`config.mk`:
```
export PLATFORM = sky130hd
export DESIGN_NAME = tlb_page_table_translator
export DESIGN_NICKNAME = d
export VERILOG_FILES = /design/src/rtl/tlbpt_pkg.sv /design/src/rtl/tlbpt_ctrl.sv /design/src/rtl/tlbpt_datapath.sv /design/src/rtl/tlb_page_table_translator.sv
export SDC_FILE = /design/constraint.sdc
export NUM_CORES = 2
export LEC_CHECK = 0
export BUFFER_PORTS_ARGS = -buffer_cell sky130_fd_sc_hd__buf_4
export CAP_MARGIN = 20
export CORE_MARGIN = 4
export CORE_UTILIZATION = 35
export CTS_BUF_LIST = sky130_fd_sc_hd__clkbuf_4
export DETAILED_ROUTE_END_ITERATION = 7
export PLACE_DENSITY = 0.57
export SLEW_MARGIN = 20
export SYNTH_ARGS = -nofsm -noshare
export SYNTH_HDL_FRONTEND = slang
export SYNTH_SLANG_ARGS = --single-unit
```
`constraint.sdc`:
```
create_clock -name clk -period 9.6 [get_ports clk]
set_clock_uncertainty 0.05 [all_clocks]
set_input_delay 0.96 -clock clk [delete_from_list [all_inputs] [get_ports clk]]
set_output_delay 0.96 -clock clk [all_outputs]
set_load 0.02 [all_outputs]
```
`src/rtl/tlbpt_pkg.sv`:
```
// ----------------------------------------------------------------------------
// tlbpt_pkg
// Shared widths, defaults, controller states and the command and status
// bundles that pass between the controller and the datapath.
// ----------------------------------------------------------------------------
package tlbpt_pkg;

  // Fixed field widths of the streams
  localparam int VA_W        = 16;
  localparam int PA_W        = 16;
  localparam int FRAME_OUT_W = 8;
  localparam int COUNT_W     = 32;
  localparam int OUT_TDATA_W = 120;
  localparam int OUT_TUSER_W = 2;

  // Default geometry
  localparam int TLB_ENTRIES_DEF = 16;
  localparam int OFFSET_BITS_DEF = 8;
  localparam int PAGE_BITS_DEF   = 8;

  // Controller states
  typedef enum logic [2:0] {
    ST_CLEAR,
    ST_IDLE,
    ST_LOOKUP,
    ST_SELECT,
    ST_UPDATE
  } state_t;

  // Commands from controller to datapath
  typedef struct packed {
    logic clear_wr;  // write one page-table present bit to zero
    logic accept;    // capture the incoming address
    logic lookup;    // compare TLB tags, read the page table
    logic select;    // pick the matching slot, read its frame
    logic commit;    // update state and load the result
  } tlbpt_cmd_t;

  // Status from datapath to controller
  typedef struct packed {
    logic clear_last;  // clearing pass is at its final entry
    logic out_free;    // output register can take a result this cycle
  } tlbpt_status_t;

endpackage

```
`src/rtl/tlbpt_ctrl.sv`:
```
// ----------------------------------------------------------------------------
// tlbpt_ctrl
// Sequencer: clearing pass after reset, then accept, lookup, select and
// update for each address transaction.
// ----------------------------------------------------------------------------
module tlbpt_ctrl (
  input  logic                     clk,
  input  logic                     rst,
  input  logic                     s_tvalid,
  output logic                     s_tready,
  input  tlbpt_pkg::tlbpt_status_t status,
  output tlbpt_pkg::tlbpt_cmd_t    cmd
);

  tlbpt_pkg::state_t state;
  tlbpt_pkg::state_t state_next;

  // State register
  always_ff @(posedge clk) begin
    if (rst) begin
      state <= tlbpt_pkg::ST_CLEAR;
    end else begin
      state <= state_next;
    end
  end

  // Next state
  always_comb begin
    state_next = state;
    unique case (state)
      tlbpt_pkg::ST_CLEAR: begin
        if (status.clear_last) state_next = tlbpt_pkg::ST_IDLE;
      end
      tlbpt_pkg::ST_IDLE: begin
        if (s_tvalid) state_next = tlbpt_pkg::ST_LOOKUP;
      end
      tlbpt_pkg::ST_LOOKUP: state_next = tlbpt_pkg::ST_SELECT;
      tlbpt_pkg::ST_SELECT: state_next = tlbpt_pkg::ST_UPDATE;
      tlbpt_pkg::ST_UPDATE: begin
        if (status.out_free) state_next = tlbpt_pkg::ST_IDLE;
      end
      default: state_next = tlbpt_pkg::ST_CLEAR;
    endcase
  end

  // Outputs
  always_comb begin
    cmd      = '0;
    s_tready = 1'b0;
    unique case (state)
      tlbpt_pkg::ST_CLEAR:  cmd.clear_wr = 1'b1;
      tlbpt_pkg::ST_IDLE: begin
        s_tready   = 1'b1;
        cmd.accept = s_tvalid;
      end
      tlbpt_pkg::ST_LOOKUP: cmd.lookup = 1'b1;
      tlbpt_pkg::ST_SELECT: cmd.select = 1'b1;
      tlbpt_pkg::ST_UPDATE: cmd.commit = status.out_free;
      default: cmd = '0;
    endcase
  end

endmodule

```
`src/rtl/tlbpt_datapath.sv`:
```
// ----------------------------------------------------------------------------
// tlbpt_datapath
// TLB tags and valid bits, TLB frame memory, page table memories, FIFO
// pointer, frame allocator, saturating counters and the output register.
// ----------------------------------------------------------------------------
module tlbpt_datapath #(
  parameter int TLB_ENTRIES = tlbpt_pkg::TLB_ENTRIES_DEF,
  parameter int OFFSET_BITS = tlbpt_pkg::OFFSET_BITS_DEF,
  parameter int PAGE_BITS   = tlbpt_pkg::PAGE_BITS_DEF
) (
  input  logic                               clk,
  input  logic                               rst,
  input  tlbpt_pkg::tlbpt_cmd_t              cmd,
  output tlbpt_pkg::tlbpt_status_t           status,
  input  logic [tlbpt_pkg::VA_W-1:0]         s_tdata,
  output logic                               m_tvalid,
  input  logic                               m_tready,
  output logic [tlbpt_pkg::OUT_TDATA_W-1:0]  m_tdata,
  output logic [tlbpt_pkg::OUT_TUSER_W-1:0]  m_tuser
);

  localparam int NUM_PAGES = 1 << PAGE_BITS;
  localparam int IDX_W     = $clog2(TLB_ENTRIES);
  localparam int NFF_W     = PAGE_BITS + 1;
  localparam int CW        = tlbpt_pkg::COUNT_W;

  // Captured address and its parts
  logic [tlbpt_pkg::VA_W-1:0] va_reg;
  logic [CW-1:0]              va_shift;
  logic [PAGE_BITS-1:0]       page;
  logic [OFFSET_BITS-1:0]     offset;

  // TLB
  logic [TLB_ENTRIES-1:0] tlb_valid;
  logic [PAGE_BITS-1:0]   tlb_page [TLB_ENTRIES];
  logic [PAGE_BITS-1:0]   tlb_frame_mem [TLB_ENTRIES];
  logic [TLB_ENTRIES-1:0] match_vec;
  logic [TLB_ENTRIES-1:0] match_reg;
  logic [IDX_W-1:0]       sel_idx;
  logic [PAGE_BITS-1:0]   tlb_frame_rd;
  logic                   hit_reg;

  // Page table
  logic                 present_mem [NUM_PAGES];
  logic [PAGE_BITS-1:0] frame_mem [NUM_PAGES];
  logic                 present_rd;
  logic [PAGE_BITS-1:0] pf_rd;
  logic [PAGE_BITS-1:0] clear_addr;
  logic                 pt_we;
  logic [PAGE_BITS-1:0] pt_waddr;
  logic                 pt_wdata;

  // Allocation and counters
  logic [IDX_W-1:0]     fifo_ptr;
  logic [NFF_W-1:0]     next_free;
  logic [PAGE_BITS-1:0] new_frame;
  logic [CW-1:0]        fault_counter;
  logic [CW-1:0]        hit_counter;
  logic [CW-1:0]        reference_counter;

  // Result
  logic                       fault;
  logic                       do_fault;
  logic [PAGE_BITS-1:0]       frame;
  logic [CW-1:0]              phys_wide;
  logic [CW-1:0]              frame_wide;
  logic [tlbpt_pkg::PA_W-1:0] out_phys;
  logic [tlbpt_pkg::FRAME_OUT_W-1:0] out_frame;
  logic                       out_hit;
  logic                       out_fault;
  logic                       out_valid;

  // Split the address
  always_ff @(posedge clk) begin
    if (cmd.accept) va_reg <= s_tdata;
  end

  assign va_shift = CW'(va_reg) >> OFFSET_BITS;
  assign page     = va_shift[PAGE_BITS-1:0];
  assign offset   = va_reg[OFFSET_BITS-1:0];

  // Compare every TLB tag against the page
  always_comb begin
    for (int k = 0; k < TLB_ENTRIES; k++) begin
      match_vec[k] = tlb_valid[k] && (tlb_page[k] == page);
    end
  end

  always_ff @(posedge clk) begin
    if (cmd.lookup) match_reg <= match_vec;
  end

  // Lowest matching slot wins
  always_comb begin
    sel_idx = '0;
    for (int k = TLB_ENTRIES - 1; k >= 0; k--) begin
      if (match_reg[k]) sel_idx = IDX_W'(k);
    end
  end

  always_ff @(posedge clk) begin
    if (cmd.select) hit_reg <= |match_reg;
  end

  // TLB frame memory
  always_ff @(posedge clk) begin
    if (do_fault) tlb_frame_mem[fifo_ptr] <= new_frame;
    if (cmd.select) tlb_frame_rd <= tlb_frame_mem[sel_idx];
  end

  // TLB tags and valid bits
  always_ff @(posedge clk) begin
    if (do_fault) tlb_page[fifo_ptr] <= page;
  end

  always_ff @(posedge clk) begin
    if (rst) begin
      tlb_valid <= '0;
    end else if (do_fault) begin
      tlb_valid[fifo_ptr] <= 1'b1;
    end
  end

  // Page table write port: clearing pass or fault
  assign pt_we    = cmd.clear_wr || do_fault;
  assign pt_waddr = cmd.clear_wr ? clear_addr : page;
  assign pt_wdata = !cmd.clear_wr;

  always_ff @(posedge clk) begin
    if (pt_we) present_mem[pt_waddr] <= pt_wdata;
    if (cmd.lookup) present_rd <= present_mem[page];
  end

  always_ff @(posedge clk) begin
    if (do_fault) frame_mem[page] <= new_frame;
    if (cmd.lookup) pf_rd <= frame_mem[page];
  end

  // Sweep the present bits after reset
  always_ff @(posedge clk) begin
    if (rst) begin
      clear_addr <= '0;
    end else if (cmd.clear_wr) begin
      clear_addr <= clear_addr + 1'b1;
    end
  end

  assign status.clear_last = (clear_addr == PAGE_BITS'(NUM_PAGES - 1));
  assign status.out_free   = !out_valid || m_tready;

  // Resolve the translation
  assign new_frame = next_free[PAGE_BITS-1:0];
  assign fault     = !hit_reg && !present_rd;
  assign do_fault  = cmd.commit && fault;

  always_comb begin
    if (hit_reg) begin
      frame = tlb_frame_rd;
    end else if (present_rd) begin
      frame = pf_rd;
    end else begin
      frame = new_frame;
    end
  end

  assign frame_wide = CW'(frame);
  assign phys_wide  = (frame_wide << OFFSET_BITS) | CW'(offset);

  // FIFO pointer, allocator and counters
  always_ff @(posedge clk) begin
    if (rst) begin
      fifo_ptr          <= '0;
      next_free         <= '0;
      fault_counter     <= '0;
      hit_counter       <= '0;
      reference_counter <= '0;
    end else if (cmd.commit) begin
      if (fault) begin
        fifo_ptr <= (fifo_ptr == IDX_W'(TLB_ENTRIES - 1)) ? '0 : fifo_ptr + 1'b1;
        if (next_free < NFF_W'(NUM_PAGES)) next_free <= next_free + 1'b1;
        if (fault_counter != '1) fault_counter <= fault_counter + 1'b1;
      end
      if (hit_reg && (hit_counter != '1)) hit_counter <= hit_counter + 1'b1;
      if (reference_counter != '1) reference_counter <= reference_counter + 1'b1;
    end
  end

  // Output register; counters change only when a result is loaded
  always_ff @(posedge clk) begin
    if (cmd.commit) begin
      out_phys  <= phys_wide[tlbpt_pkg::PA_W-1:0];
      out_frame <= frame_wide[tlbpt_pkg::FRAME_OUT_W-1:0];
      out_hit   <= hit_reg;
      out_fault <= fault;
    end
  end

  always_ff @(posedge clk) begin
    if (rst) begin
      out_valid <= 1'b0;
    end else if (cmd.commit) begin
      out_valid <= 1'b1;
    end else if (m_tready) begin
      out_valid <= 1'b0;
    end
  end

  assign m_tvalid = out_valid;
  assign m_tdata  = {reference_counter, hit_counter, fault_counter, out_frame, out_phys};
  assign m_tuser  = {out_fault, out_hit};

  // A page lives in at most one TLB slot
  a_single_match: assert property (@(posedge clk) disable iff (rst)
    cmd.select |-> $onehot0(match_reg))
    else $error("more than one TLB slot matches the page");

  // A result is never loaded over one that is still waiting
  a_no_overwrite: assert property (@(posedge clk) disable iff (rst)
    cmd.commit |-> (!out_valid || m_tready))
    else $error("output register overwritten");

  // Frames are never exhausted: each page faults only once
  a_frame_left: assert property (@(posedge clk) disable iff (rst)
    do_fault |-> (next_free < NFF_W'(NUM_PAGES)))
    else $error("fault with no free frame left");

  // A fault fills the slot under the FIFO pointer and moves the pointer
  a_fifo_fill: assert property (@(posedge clk) disable iff (rst)
    do_fault |=> (tlb_valid[$past(fifo_ptr)] && (fifo_ptr != $past(fifo_ptr))))
    else $error("TLB slot not filled on fault");

endmodule

```
`src/rtl/tlb_page_table_translator.sv`:
```
// ----------------------------------------------------------------------------
// tlb_page_table_translator
// Virtual to physical address translation with a FIFO-replaced TLB backed by
// a page table that allocates frames on demand.
// ----------------------------------------------------------------------------
// Each address transaction goes from acceptance to a loaded result in steps:
// acceptance, the TLB tag compare and the registered page-table read, the
// selection of the matching slot and the read of its frame from the TLB
// frame memory, and the update of the tables and the load of the output
// register. The registered reads of the page table and the TLB frame memory
// keep these steps apart. A finished result waits in the output register; a
// new address is accepted while it waits, and the update step holds until the
// result has been taken. After reset the block clears the page-table present
// bits in a pass over all 2**PAGE_BITS entries (256 by default), during which
// s_tready stays low. The page is taken from the address bits above
// OFFSET_BITS; flags travel in m_tuser and the translation and running
// totals in m_tdata.
// ----------------------------------------------------------------------------
module tlb_page_table_translator #(
  parameter int TLB_ENTRIES = tlbpt_pkg::TLB_ENTRIES_DEF,
  parameter int OFFSET_BITS = tlbpt_pkg::OFFSET_BITS_DEF,
  parameter int PAGE_BITS   = tlbpt_pkg::PAGE_BITS_DEF
) (
  input  logic                               clk,
  input  logic                               rst,
  input  logic                               s_tvalid,
  output logic                               s_tready,
  input  logic [tlbpt_pkg::VA_W-1:0]         s_tdata,   // [15:0] virtual_address
  output logic                               m_tvalid,
  input  logic                               m_tready,
  // [15:0] physical_address, [23:16] frame_number, [55:24] fault_total,
  // [87:56] hit_total, [119:88] reference_total
  output logic [tlbpt_pkg::OUT_TDATA_W-1:0]  m_tdata,
  output logic [tlbpt_pkg::OUT_TUSER_W-1:0]  m_tuser    // [0] tlb_hit, [1] page_fault
);

  tlbpt_pkg::tlbpt_cmd_t    cmd;
  tlbpt_pkg::tlbpt_status_t status;

  // Sequencer
  tlbpt_ctrl u_ctrl (
    .clk      (clk),
    .rst      (rst),
    .s_tvalid (s_tvalid),
    .s_tready (s_tready),
    .status   (status),
    .cmd      (cmd)
  );

  // Tables, allocator, counters and output register
  tlbpt_datapath #(
    .TLB_ENTRIES (TLB_ENTRIES),
    .OFFSET_BITS (OFFSET_BITS),
    .PAGE_BITS   (PAGE_BITS)
  ) u_datapath (
    .clk      (clk),
    .rst      (rst),
    .cmd      (cmd),
    .status   (status),
    .s_tdata  (s_tdata),
    .m_tvalid (m_tvalid),
    .m_tready (m_tready),
    .m_tdata  (m_tdata),
    .m_tuser  (m_tuser)
  );

endmodule

```
; Word level (Yosys, flattened, before mapping)
; Memory sizes are Yosys's and may differ from the RTL's. A register that Yosys moved wholly into a read port is not among the register bits.
; Cells that the tools add are included.
[word_totals]
register_bits = 196
ramBits = 2560
input_bits = 20
out_inout_bits = 124
elab_cells = 132
memories = 4
[classes]
addsub = 6
n_lt_le_gt_ge = 3
n_eq_ne = 28
muxes = 38
bitwise_logic = 2
n_reduce_logical = 35
[mem_list]
columns = memory, words, word_bits, rd, rd_ports_with_merged_regs, write_ports, line_no
row1 = u_datapath.frame_mem, 256, 8, 1, 1, 1, tlbpt_datapath.sv:45  ; logic [PAGE_BITS-1:0] frame_mem [NUM_PAGES];
row2 = u_datapath.present_mem, 256, 1, 1, 1, 1, tlbpt_datapath.sv:44  ; logic present_mem [NUM_PAGES];
row3 = u_datapath.tlb_frame_mem, 16, 8, 1, 1, 1, tlbpt_datapath.sv:36  ; logic [PAGE_BITS-1:0] tlb_frame_mem [TLB_ENTRIES];
row4 = u_datapath.tlb_page, 16, 8, 16, 0, 1, tlbpt_datapath.sv:35  ; logic [PAGE_BITS-1:0] tlb_page [TLB_ENTRIES];
[op_table]
columns = operator, count
row1 = == test 8 bit, 16
row2 = "adder 32 x 1 -> 32 bit, second input constant", 3
row3 = "!= test 32 bit, second input constant", 3
row4 = 2-to-1 mux 4 bit, 17
row5 = 2-to-1 mux 8 bit, 3
row6 = logical AND 1 bit, 20
row7 = OR 16 bit, 1
row8 = OR 16 x 8 -> 16 bit, 1
row9 = OR reduction 16 bit, 1
row10 = case mux 3 bit (5 select lines), 1
row11 = 2-to-1 mux 1 bit, 13
row12 = "adder 9 x 1 -> 9 bit, second input constant", 1
row13 = "< comparator 9 bit, second input constant", 1
row14 = 2-to-1 mux 3 bit, 3
row15 = AND reduction 3 bit, 3
row16 = "adder 8 x 1 -> 8 bit, second input constant", 1
row17 = "== test 8 bit, second input constant", 1
row18 = "== test 3 x 2 -> 1 bit, second input constant", 2
row19 = AND reduction 2 bit, 3
row20 = "< comparator 4 x 5 -> 1 bit, second input constant", 1
row21 = "adder 4 x 1 -> 4 bit, second input constant", 1
row22 = demux 1 bit (select 4 bit), 1
row23 = "== test 4 bit, second input constant", 1
row24 = "greater-or-equal comparator 4 x 1 -> 1 bit, second input constant", 1
row25 = other kinds (8), 13

; Logic depth before layout (Yosys ltp)
[depth]
word_depth = 16
depth_mapped = 13
mapped_depth_nobuf = 8

; By module
; A second synthesis with hierarchy kept.
[unflattened]
hier_cells = 5696
hier_area_um2 = 108819.4
[modules_own_cells]
columns = mod, instances, cells_each, area_each_um2, seq_area_each_um2
row1 = tlbpt_datapath, 1, 5669, 108586.6, 81598.3
row2 = tlbpt_ctrl, 1, 27, 232.7, 60.1

; Worst setup path after synthesis
; OpenSTA, ideal clock, no wires.
[synth_timing]
path_kind = register -> register
startpoint = reg u_ctrl.state[2]
endpoint = mem u_datapath.present_mem[192] (enable)
setup_time_ps = 253
t_arrival_ps = 6608
t_required_ps = 9297
slack_ps = 2689
stages_incl_launch_ff = 9
n_path_buf = 3
synth_period_minus_slack_ps = 6911
cell_sequence = dfxtp_1 > clkbuf_1 > nor3_1 > inv_1 > clkbuf_1 > o21ai_0 > nand2_1 > clkbuf_1 > nor2_1
[synth_via]
elab_chain_cells = 6
word_cells_on_any_way = 9
cone_classes = eq/ne (1) / mux (5) / reduce/logical (3)
[synth_rtl]
columns = item, line_no
row1 = "start, declared", tlbpt_ctrl.sv:15  ; tlbpt_pkg::state_t state;
row2 = "start signal, assigned", tlbpt_ctrl.sv:21  ; state <= tlbpt_pkg::ST_CLEAR;
row3 = "start signal, assigned", tlbpt_ctrl.sv:23  ; state <= state_next;
row4 = == test 3 bit, tlbpt_ctrl.sv:50  ; unique case (state)
row5 = 2-to-1 mux 1 bit, tlbpt_ctrl.sv:50
row6 = logical AND 1 bit, tlbpt_datapath.sv:154  ; assign do_fault = cmd.commit && fault;
row7 = logical OR 1 bit, tlbpt_datapath.sv:125  ; assign pt_we = cmd.clear_wr || do_fault;
row8 = 2-to-1 mux 1 bit, tlbpt_datapath.sv:130  ; if (pt_we) present_mem[pt_waddr] <= pt_wdata;
row9 = 2-to-1 mux 1 bit (implied by the code), tlbpt_datapath.sv:130
row10 = "end, declared", tlbpt_datapath.sv:44
; Parallel ways exist; a longest one is shown, timed or not.

; Final worst setup path
[layout_timing]
startpoint = reg u_ctrl.state[2]
endpoint = mem u_datapath.frame_mem[164][4] (netlist bit) (enable)
[layout_via]
elab_chain_cells = 5
[layout_rtl]
columns = item, line_no
row1 = == test 3 bit, tlbpt_ctrl.sv:50
row2 = 2-to-1 mux 1 bit, tlbpt_ctrl.sv:50
row3 = logical AND 1 bit, tlbpt_datapath.sv:154
row4 = 2-to-1 mux 1 bit, tlbpt_datapath.sv:135  ; if (do_fault) frame_mem[page] <= new_frame;
row5 = 2-to-1 mux 1 bit (implied by the code), tlbpt_datapath.sv:135
row6 = "end, declared", tlbpt_datapath.sv:45
; Every way passes these cells.

==> impl_metrics.py <==
metrics = {
    "power": {
        "p_sw_share_pct": 21.0,
        "vdd_drop_max_uv": 101,
        "power.switching_mw": 4.78,
        "pwr_density_cell_mw_per_mm2": 184,
        "combPwrFrac_pct": 0.3,
        "pwr-share-clk_pct": 42.7,
        "pwr-share-seq_pct": 57.1,
        "p_int_mw": 18.0,
        "power_mw": 22.8,
        "leakagePower_nw": 44.2,
    },
    "flow_run": {
        "drv_cap": 0,
    },
    "clock_tree": {
        "cts_made_buffers": 689,
        "tritoncts": "built",
        "cts.clk_slew.worst_paths_ps": 60,
        "post_cts_buffers": 0,
        "ctsResizeCount": 0,
        "clk_latency_ps": 1300,
        "root_buffer": "clkbuf_4",
        "htreeDepth": 6,
        "clock_path_buffers": 4,
        "clock_sinks": 2765,
    },
    "detailed_routing": {
        "totalWireLength_um": 294000,
        "vias_per_cell": 5.36,
        "vias": 58800,
        "antenna_left": 0,
        "wl_per_cell_um": 26.8,
        "remaining_drc_errors": 0,
        "first_iter_violations": 5995,
        "dr.pass1.iters": 5,
    },
    "synth": {
        "synth_xor_xnor_area_share_pct": 1.77,
        "seq_area_frac_synth_pct": 74.9,
        "netlist_instances": 5770,
        "synth_nets": 5799,
        "synth_area_mm2": 0.109,
        "synthMuxAreaShare_pct": 13.5,
        "synth_fa_ha_area_share_pct": 0.103,
        "synth-simple-area-share_pct": 5.26,
        "synth-compound-area-share_pct": 2.77,
        "yosysWarnings": 0,
        "syn_avg_cell_area_um2": 18.9,
        "synth_top_family_by_area": "multiplexers",
        "synth_edf_count": 2628,
        "ys_ff_latch": 2765,
        "ys_types": 67,
        "synth-main-ff-cell": "edfxtp_1",
        "synthArstFlopShare_pct": 0,
    },
    "sta": {
        "worstMarginPinSlew_ps": 1210,
        "drv_slew": 0,
        "fmax_ghz": 0.203,
        "slew_headroom_pct": 19.1,
        "grt_setup_unrepaired": "no",
        "totalNegativeSetupSlack_ps": 0,
        "holdWs_ps": 339,
        "final-hold-violation-count": 0,
        "period_share_pct": 51.4,
        "setup_viol": 0,
        "period_minus_slack_ps": 4930,
    },
    "layout": {
        "largest_register_ffs": 2048,
        "mostFrequentLayoutCell": "edfxtp_1",
        "nets": 6408,
        "top_regs": "u_datapath.frame_mem: 2048 flops, u_datapath.present_mem: 256 flops",
        "largest_register": "u_datapath.frame_mem",
        "area_growth_pct": 13.2,
        "final_cell_mix": "edfxtp_1 (2,628), clkbuf_4 (983), nor2_1 (681)",
        "layout-drive-gt1-share_pct": 28.9,
    },
    "global_routing": {
        "grt_pass1_vias": 59900,
        "grt_usage_pct": 17.9,
        "antenna_found_initial": 20,
        "grt_max_degree": 194,
        "overflow": 0,
        "grt_pass1_wl_um": 424000,
    },
    "critical_path": {
        "end_kind": "register",
        "slowest_delay_ps": 850,
        "start_kind": "register",
        "crit_chain": "nor3b_1 > nand2_1 > nor3_4 > nand2_1 > nor2_1 > nand2_2 > nor2_1",
        "cp.arrival_ps": 5760,
        "critPathKind": "register to register",
        "required_ps": 10420,
        "crit_path_max_fanout": 17,
        "cp_slowest_cell": "nor2_1",
    },
    "placement": {
        "gp_congestion": 0.817,
        "hpwl_um": 169000,
        "place.port_buffers": 143,
    },
    "floorplanning": {
        "dieWidth_um": 566,
        "die-area_mm2": 0.321,
        "ioPinCount": 144,
        "start_util_pct": 35.2,
        "die_y_um": 566,
        "core_region_area_mm2": 0.310,
        "rows": 204,
    },
    "run_status": {
        "status": "completed",
    },
    "worst_hold_path": {
        "holdCritPathClass": "primary input to register",
    },
}
-- final cells by class --
type	count	area [um2]
antenna	4	10.0
timing repair buffer	273	2260
fill	28000	186000
tap	4120	5150
clock inverter	185	1120
inverter	26	108
multi-input combinational	2624	25700
sequential	2765	81700
clock buffer	983	7380
-- logic make-up (layout without fill, tap and decap cells) --
kind of cell,count (synthesis),after routing
and+or+nand+nor,1274,1274
buffers and inverters,381,1467
adders and majority gates,9,9
AOI/OAI and AO/OA,421,421
other,0,4
DFF,2765,2765
xor gates and xnor gates,221,221
muxes,699,699
-- per-layer routing --
metal | routed length [um] | global-route usage, %
met5 | 79 | 0
met4 | 7190 | 5.59
met3 | 27400 | 5.04
met2 | 137000 | 27.5
met1 | 122000 | 24.6
-- synth_stat cells, types with 4 or more instances --
library cell  number  area (um2)
edfxtp_1        2628       78900
nor2_1           694        2610
mux4_2           618       13900
clkbuf_1         185         694
nand2_1          173         649
dfxtp_1          137        2740
xnor2_1          116        1020
xor2_1           105         920
and3_1            84         526
nand3_1           82         410
mux2i_1           80         801
a22oi_1           73         548
a21oi_1           70         350
o21ai_0           65         325
buf_2             62         310
nand4_1           58         363
a221oi_1          54         473
buf_4             50         375
nor3_1            44         220
a22o_1            32         280
buf_1             31         116
nor4_1            28         175
o22ai_1           28         175
buf_6             27         304
a2111oi_0         24         210
inv_1             24        90.1
or3_1             23         144
nor2b_1           20         125
o31a_1            17         149
and4_1            12         105
and2_1             9        56.3
ha_1               9         113
nand3b_1           9        67.6
or4_1              9        67.6
nand2b_1           8        50.1
o2111a_1           8        90.1
nor3b_1            7        52.6
a211oi_1           6        45.0
o31ai_1            6        45.0
o32ai_1            5        43.8
a311oi_1           4        35.0
a31oi_1            4        25.0
or2_2              4        25.0
-- power groups by stage --
stage | Combinational [mW] | Sequential (mW) | Clock [mW]
after global routing | 0.0624 | 13.0 | 10.7
after CTS | 0.0574 | 13.0 | 9.99
after floorplan | 0.0252 | 13.3 | 0
final | 0.0584 | 13.0 | 9.72
after detailed placement | 0.0503 | 13.3 | 0
after global placement | 0.0500 | 13.3 | 0
-- metrics by stage --
step	instances	utilization (%)	setup WS [ps]	cell area, um2
3_3_place_gp	9787	37.0	4320	115000
4_1_cts	11000	39.9	4390	123000
5_1_grt	11000	39.9	4440	123000
6_report	11000	39.9	4670	123000
2_1_floorplan	5770	-	2690	109000
3_5_place_dp	9788	37.1	4270	115000
-- final timing paths --
path                                           start                      endpoint  slack, ps  depth (start not counted)
worst max-delay path                 u_ctrl.state[2]  u_datapath.frame_mem[164][4]       4670                          7
worst min-delay path                      s_tdata[6]          u_datapath.va_reg[6]        340                          2
worst max register to register       u_ctrl.state[2]  u_datapath.frame_mem[164][4]       4670                          7
worst min register to register  u_datapath.va_reg[4]        u_datapath.out_phys[4]        360                          0
-- critical path, delay by kind of cell, from the launching register on --
| kind | cells | cell delay (ps) |
|---|---|---|
| DFF | 1 | 620 |
| and+or+nand+nor | 7 | 3800 |
-- repair_timing --
action                     in CTS  in global routing
setup endpoints to repair       0                  0
hold buffers                   19                  0
hold endpoints to repair       27                  0
Power figures use the tool's default switching activity.
